$ cat src/design/gha_ram.sv
// Generic single-write, single-read RAM with registered read data.
`default_nettype none

module gha_ram #(
   parameter int WIDTH = 8,
   parameter int DEPTH = 16,
   localparam int ADDR_W = (DEPTH > 1) ? $clog2(DEPTH) : 1
) (
   input  wire logic                 clock,
   input  wire logic                 wr_en,
   input  wire logic [ADDR_W-1:0]    wr_addr,
   input  wire logic [WIDTH-1:0]     wr_data,
   input  wire logic                 rd_en,
   input  wire logic [ADDR_W-1:0]    rd_addr,
   output logic      [WIDTH-1:0]     rd_data
);

   logic [WIDTH-1:0] mem_ff [DEPTH];
   logic [WIDTH-1:0] rd_data_ff;

   always_ff @(posedge clock) begin
      if (wr_en) begin
         mem_ff[wr_addr] <= wr_data;
      end
      if (rd_en) begin
         rd_data_ff <= mem_ff[rd_addr];
      end
   end

   assign rd_data = rd_data_ff;

endmodule

`default_nettype wire

$ cat config.mk
export PLATFORM = sky130hd
export DESIGN_NAME = gha_ram
export DESIGN_NICKNAME = d
export VERILOG_FILES = /design/src/design/gha_ram.sv
export SDC_FILE = /design/constraint.sdc
export NUM_CORES = 1
export LEC_CHECK = 0
export ABC_AREA = 1
export BUFFER_PORTS_ARGS = -buffer_cell sky130_fd_sc_hd__buf_2
export CORE_MARGIN = 5
export CORE_UTILIZATION = 30
export CTS_CLUSTER_DIAMETER = 200
export DETAILED_ROUTE_END_ITERATION = 7
export PLACE_DENSITY = 0.43
export SETUP_SLACK_MARGIN = 0.02
export SLEW_MARGIN = 25
export SYNTH_ARGS = -nofsm -noshare
export SYNTH_HDL_FRONTEND = slang
export SYNTH_SLANG_ARGS = --single-unit
$ cat constraint.sdc
create_clock -name clock -period 1.1 [get_ports clock]
set_input_delay 0.055 -clock clock [delete_from_list [all_inputs] [get_ports clock]]
set_output_delay 0.055 -clock clock [all_outputs]
set_load 0.01 [all_outputs]
# Word-level counts from Yosys, hierarchy flattened
# Memory sizes are Yosys's and may differ from the RTL's. A register that Yosys moved wholly into a read port is not among the register bits.
# Cells that the tools add are included.
word_totals:
  in_bits: 19
  ramBits: 128
  wordCells: 3
  mem_count: 1
  out_inout_bits: 8
  latch_bits: 0
  register_bits: 0
  rom_bits: 0
mem_list:
  columns: ["name", "depth", "width", "read_ports", "rd_clocked_by_memory_dff", "write_ports", "line", "source"]
  rows:
  - ["mem_ff", 16, 8, 1, 1, 1, "18", "logic [WIDTH-1:0] mem_ff [DEPTH];"]
op_classes:
  add_sub_neg: 0
  bitwise: 0
  mul: 0
  n_reduce_logical: 0
  n_lt_le_gt_ge: 0
  n_shift: 0
  n_eq_ne: 0
  mux: 2
  div_mod_pow: 0
op_table:
  columns: ["cell", "count"]
  rows:
  - ["2-to-1 mux 1 bit", 2]

# Logic depth before layout (Yosys ltp)
# Gate-level depths: netlist of run 1.
logic_depth:
  depth_word: 2
  depth_mapped: 8
  ltp_nobuf: 7

# Least setup slack after synthesis of run 1
# OpenSTA, ideal clock, no wires.
synth_path:
  kind: "input port to flip-flop"
  from: "input port wr_addr[3]"
  to: "memory mem_ff[4][0] (enable)"
  arrival_ps: 636
  slack_ps: 94
  stages: 2
  path_cell_list: "nand3b_1 > nor2_1"
synth_rtl:
  columns: ["item", "line", "source"]
  rows:
  - ["start, declared", "11", "input wire logic [ADDR_W-1:0] wr_addr,"]
  - ["end, declared", "18", null]
# Straight into the memory's write port.

==> results of run 1 <==
[synth_stat cells]
master	count
nand2_1	173
edfxtp_1	136
inv_1	100
nand3_1	97
nor2_1	17
buf_2	13
buf_6	6
buf_4	4
inv_2	2
nand3b_1	2
buf_1	1
[metal layers]
metal	part of all wire (%)	vias up	routed length, um	GRT usage, %
met1	47	1868	6920	18.9
met4	1.5	0	215	5.26
met3	4.5	14	668	3.63
met2	47	90	7020	22.0
li1	-	1908	-	-
met5	0	-	0	0
[repair_timing]
item	CTS	global route
pin swaps	13	13
endpoints found under the setup margin	8	9
hold buffers	1	0
gates resized for setup	20	22
hold endpoints to repair	8	0
[metrics by stage]
| step | worst slack (ns) | hold WS [ns] |
|---|---|---|
| 2_1_floorplan | 0.0942 | 0.154 |
| 3_3_place_gp | -0.309 | 0.417 |
| 3_5_place_dp | -0.316 | 0.421 |
| 4_1_cts | 0.00475 | 0.0721 |
| 5_1_grt | -0.0402 | 0.0756 |
| 6_report | 0.0134 | 0.0828 |
[cells by family (layout without fill, tap and decap cells)]
family,Yosys count,in the layout,synth area share [%]
buf+inv,126,200,9.39
flops,136,136,69.8
simple gates,289,289,20.8
[state kept, by name, summed over array words and instances, names as in the netlist]
register	flops
mem_ff	128
rd_data	8
[power by group]
part	internal, mW	switching, mW	total (mW)
clock	3.77	2.13	5.89
combinational	0.300	0.575	0.875
sequential	5.84	0.0323	5.87
[layout make-up]
class | count | area (um^2) | share of cell area (%)
clock inverters | 14 | 180 | 2.46
repair buffers | 66 | 527 | 7.18
well taps | 265 | 332 | 4.52
flip-flops and latches | 136 | 4080 | 55.7
inverters | 102 | 383 | 5.22
clock buffers | 18 | 429 | 5.85
multi-input cells | 289 | 1400 | 19.1
[worst paths after layout]
kind / depth (start not counted) / start / end
hold reg to reg: 6 / mem_ff[12][5]$_DFFE_PP_ / rd_data[5]$_DFFE_PP_
hold / removal: 1 / wr_data[2] / mem_ff[1][2]$_DFFE_PP_
setup reg to reg: 6 / mem_ff[1][2]$_DFFE_PP_ / rd_data[2]$_DFFE_PP_
setup / recovery: 6 / mem_ff[1][2]$_DFFE_PP_ / rd_data[2]$_DFFE_PP_
==> impl_metrics.env, run 1 <==
export IMPL_syn_inst=551
export IMPL_cp_end_kind="register"
export IMPL_antenna_found_initial=0
export IMPL_final_cell_mix="nand2_1 (168), edfxtp_1 (136), inv_1 (99)"
export IMPL_critPathMostFrequentCell="nand3_2"
export IMPL_drcViolationCount=0
export IMPL_critPathRequiredTime_ns=1.27
export IMPL_crit_path_max_incr_delay_ns=0.36
export IMPL_crit_fanout=1
export IMPL_worst_pin_slew_ns=0.663
export IMPL_ys_seq_area_share_pct=69.8
export IMPL_fin_crit_sh_pct=98.8
export IMPL_finalSetupTns_ns=0
export IMPL_final_common_cell="nand2_1"
export IMPL_nNetsFinal=631
export IMPL_grt_pass1_wl_um=22700
export IMPL_routed_wl_um=14800
export IMPL_syn2layout_area_growth_pct=25.5
export IMPL_placed_cell_area_um2=6520
export IMPL_max_freq_mhz=920
export IMPL_slew_violations=0
export IMPL_cts_tree="done"
export IMPL_syn_num_nets=570
export IMPL_finalCriticalPeriod_ns=1.09
export IMPL_gr_total_overflow=0
export IMPL_drive_above_1_share_pct=21.9
export IMPL_wl_per_cell_um=16.7
export IMPL_crit_family="simple AND/OR/NAND/NOR gates"
export IMPL_critical_path_class="register to register"
export IMPL_routed_via_density=4.36
export IMPL_yosysTopAreaCell="edfxtp_1"
export IMPL_dp_cells=857
export IMPL_syn_area_um2=5850
export IMPL_initial_core_util_pct=30.2
export IMPL_cts_buffer_depth=2
export IMPL_path_cells="inv_1 -> nand2_1 -> nand3_2 -> nand3_2 -> nand3_2 -> nand2_2"
export IMPL_drt_iter0_drc=277
export IMPL_vias=3880
export IMPL_rrSetupSlack_ns=0.01
export IMPL_status="complete, no violations"
export IMPL_io_pin_count=27
export IMPL_drtPass1Iterations=5
export IMPL_yosys_warnings=0
export IMPL_yosys_top_cells_area="edfxtp_1 (70%), nand2_1 (11%), nand3_1 (8.3%)"
export IMPL_syn_avg_cell_area_um2=10.6
export IMPL_ys_ff_latch=136
export IMPL_fp_dieW_um=150
export IMPL_clk_latency_ns=0.42
export IMPL_hold_class="input port to register"
export IMPL_maxCapViolCount=0
export IMPL_grt_pass1_vias=3901
export IMPL_synth_top_area_share_pct=69.8
export IMPL_antenna_cells=0
export IMPL_final_util_pct=37.9
export IMPL_cp_start_kind="register"
export IMPL_cts_made_buffers=17
export IMPL_final_cell_area_um2=7340
export IMPL_grt_max_degree=43
export IMPL_stdcell_count=890
export IMPL_globalplace_congestion=0.800
export IMPL_path_clk_slew_ns=0.06
export IMPL_fill_cells=1883
export IMPL_die_h_um=150
export IMPL_cp_slowest_cell="edfxtp_1"
export IMPL_grt_total_usage_pct=14.1
export IMPL_cp_data_arrival_time_ns=1.26
export IMPL_setup_viol=0
export IMPL_post_cts_buffers=0
export IMPL_clock_sinks=136
export IMPL_cp_buffers_inverters=1
export IMPL_die_area_um2=22400
export IMPL_p_total_mw=12.6
export IMPL_power_per_cell_area_nw_per_um2=1720
export IMPL_finalHoldViolCount=0
export IMPL_leakage_nw=3.13
export IMPL_postRouteAntennaNets=0
export IMPL_ir_worst_vdd_mv=1.16
export IMPL_num_rows=51
export IMPL_grt_setup_unrepaired="yes"
export IMPL_core_area_um2=19300
export IMPL_root_buffer="clkbuf_16"
export IMPL_htreeDepth=4
export IMPL_place_hpwl_um=9650
export IMPL_ys_types=11
export IMPL_relSlewSlack_pct=55.8
export IMPL_skew_ns=0.00574
export IMPL_numPortBuffers=26
Power figures use the tool's default switching activity.
==> run 2: changes to the inputs <==
--- a/config.mk
+++ b/config.mk
@@ -12,6 +12,7 @@
 export CTS_CLUSTER_DIAMETER = 200
 export DETAILED_ROUTE_END_ITERATION = 7
 export PLACE_DENSITY = 0.43
+export REMOVE_ABC_BUFFERS = 1
 export SETUP_SLACK_MARGIN = 0.02
 export SLEW_MARGIN = 25
 export SYNTH_ARGS = -nofsm -noshare
==> impl_metrics.env, run 2 (synthesis gave the netlist of run 1 again) <==
export IMPL_status="complete, no violations"
export IMPL_nNetsFinal=625
export IMPL_fp_dieW_um=150
export IMPL_cts_buffer_depth=2
export IMPL_highest_layer="met4"
export IMPL_drive_above_1_share_pct=20.5
export IMPL_num_rows=51
export IMPL_numPortBuffers=26
export IMPL_path_clk_slew_ns=0.05
export IMPL_wl_per_cell_um=16.5
export IMPL_postRouteAntennaNets=0
export IMPL_syn2layout_area_growth_pct=24.2
export IMPL_crit_fanout=1
export IMPL_die_area_um2=22400
export IMPL_path_cells="inv_1 -> nand2_1 -> nand3_2 -> nand3_2 -> nand3_2 -> nand2_1"
export IMPL_power_per_cell_area_nw_per_um2=1680
export IMPL_finalHoldViolCount=0
export IMPL_met3_length_um=778
export IMPL_ir_worst_vdd_mv=0.860
export IMPL_post_cts_buffers=0
export IMPL_hold_class="input port to register"
export IMPL_wl_met2_um=6630
export IMPL_drt_met1_wl_um=7050
export IMPL_worst_pin_slew_ns=0.398
export IMPL_io_pin_count=27
export IMPL_largest_reg_flops=128
export IMPL_place_hpwl_um=9320
export IMPL_crit_family="simple AND/OR/NAND/NOR gates"
export IMPL_vias=3796
export IMPL_regMostFlops="mem_ff"
export IMPL_final_common_cell="nand2_1"
export IMPL_globalplace_congestion=0.749
export IMPL_cp_start_kind="register"
export IMPL_cp_data_arrival_time_ns=1.24
export IMPL_slew_violations=0
export IMPL_cp_slowest_cell="edfxtp_1"
export IMPL_root_buffer="clkbuf_16"
export IMPL_maxCapViolCount=0
export IMPL_cts_made_buffers=17
export IMPL_cp_buffers_inverters=1
export IMPL_cp_end_kind="register"
export IMPL_clock_sinks=136
export IMPL_drcViolationCount=0
export IMPL_critical_path_class="register to register"
export IMPL_drt_iter0_drc=289
export IMPL_initial_core_util_pct=30.2
export IMPL_skew_ns=0.00694
export IMPL_htreeDepth=4
export IMPL_drtPass1Iterations=4
export IMPL_clk_latency_ns=0.41
export IMPL_critPathRequiredTime_ns=1.27
export IMPL_grt_setup_unrepaired="yes"
export IMPL_grt_total_usage_pct=13.7
export IMPL_cts_tree="done"
export IMPL_place_ws_ns=-0.161
export IMPL_dp_cells=851
export IMPL_core_area_um2=19300
export IMPL_leakage_nw=3.09
export IMPL_antenna_found_initial=0
export IMPL_setup_ws_ns=0.0255
export IMPL_antenna_cells=0
export IMPL_grt_max_degree=49
export IMPL_fin_crit_sh_pct=97.7
export IMPL_routed_via_density=4.29
export IMPL_grt_pass1_wl_um=22300
export IMPL_stdcell_count=884
export IMPL_setup_viol=0
export IMPL_relSlewSlack_pct=73.5
export IMPL_routed_wl_um=14600
export IMPL_crit_path_max_incr_delay_ns=0.37
export IMPL_critPathMostFrequentCell="nand3_2"
export IMPL_die_h_um=150
export IMPL_max_freq_mhz=931
export IMPL_grt_pass1_vias=3820
export IMPL_gr_total_overflow=0
export IMPL_fill_cells=1901
export IMPL_final_cell_mix="nand2_1 (169), edfxtp_1 (136), inv_1 (99)"
export IMPL_finalCriticalPeriod_ns=1.07
==> run 2: cell count changes in the layout (fill, tap and decap cells not counted), sizes merged <==
cell / before / now
buf: 65 / 59
bufinv: 4 / 3
clkbuf: 18 / 19
clkinv: 7 / 9
clkinvlp: 2 / 1
inv: 103 / 102
==> run 2: path summary, 6_finish.rpt <==
path	to	slack, ns	start	cells after the start
worst max-delay path	rd_data[1]$_DFFE_PP_	0.03	mem_ff[1][1]$_DFFE_PP_	6
worst max register to register	rd_data[1]$_DFFE_PP_	0.03	mem_ff[1][1]$_DFFE_PP_	6
worst min-delay path	mem_ff[4][2]$_DFFE_PP_	0.04	wr_data[2]	1
worst min register to register	rd_data[7]$_DFFE_PP_	0.76	mem_ff[6][7]$_DFFE_PP_	6
==> run 2: cell type report <==
type | instances | area (um^2) | area share (%)
inverter | 102 | 383 | 5.27
sequential | 136 | 4080 | 56.2
multi-input combinational | 289 | 1420 | 19.5
clock inverter | 13 | 135 | 1.86
clock buffer | 19 | 433 | 5.96
timing repair buffer | 60 | 482 | 6.63
tap | 265 | 332 | 4.56
==> run 2: per-stage QoR <==
stage / hold WS (ns) / instance area [um^2] / power (mW) / util [%] / setup TNS (ns)
after floorplan: 0.154 / 5680 / 6.30 / - / -0.549
after global placement: 0.433 / 6480 / 6.77 / 33.5 / -0.974
after detailed placement: 0.422 / 6480 / 6.78 / 33.5 / -1.05
after CTS: 0.0350 / 7100 / 12.3 / 36.7 / 0
after global routing: 0.0519 / 7260 / 12.7 / 37.6 / -0.173
final: 0.0434 / 7260 / 12.2 / 37.6 / 0
==> run 2: repair_timing <==
action | 4_1_cts | 5_1_grt
resized for setup | 9 | 35
hold endpoints to repair | 8 | 0
pin swaps | 2 | 19
hold buffers | 1 | 0
endpoints found under the setup margin | 5 | 10
==> run 2: power breakdown <==
group	switching (mW)	internal, mW
clock network	2.01	3.50
logic	0.563	0.286
registers	0.0313	5.84
total	2.61	9.62
==> run 2: layer usage <==
metal / up-vias / track usage, %
met5: - / 0
met4: 0 / 3.98
met3: 13 / 3.97
met2: 80 / 21.0
met1: 1813 / 19.1
li1: 1890 / -
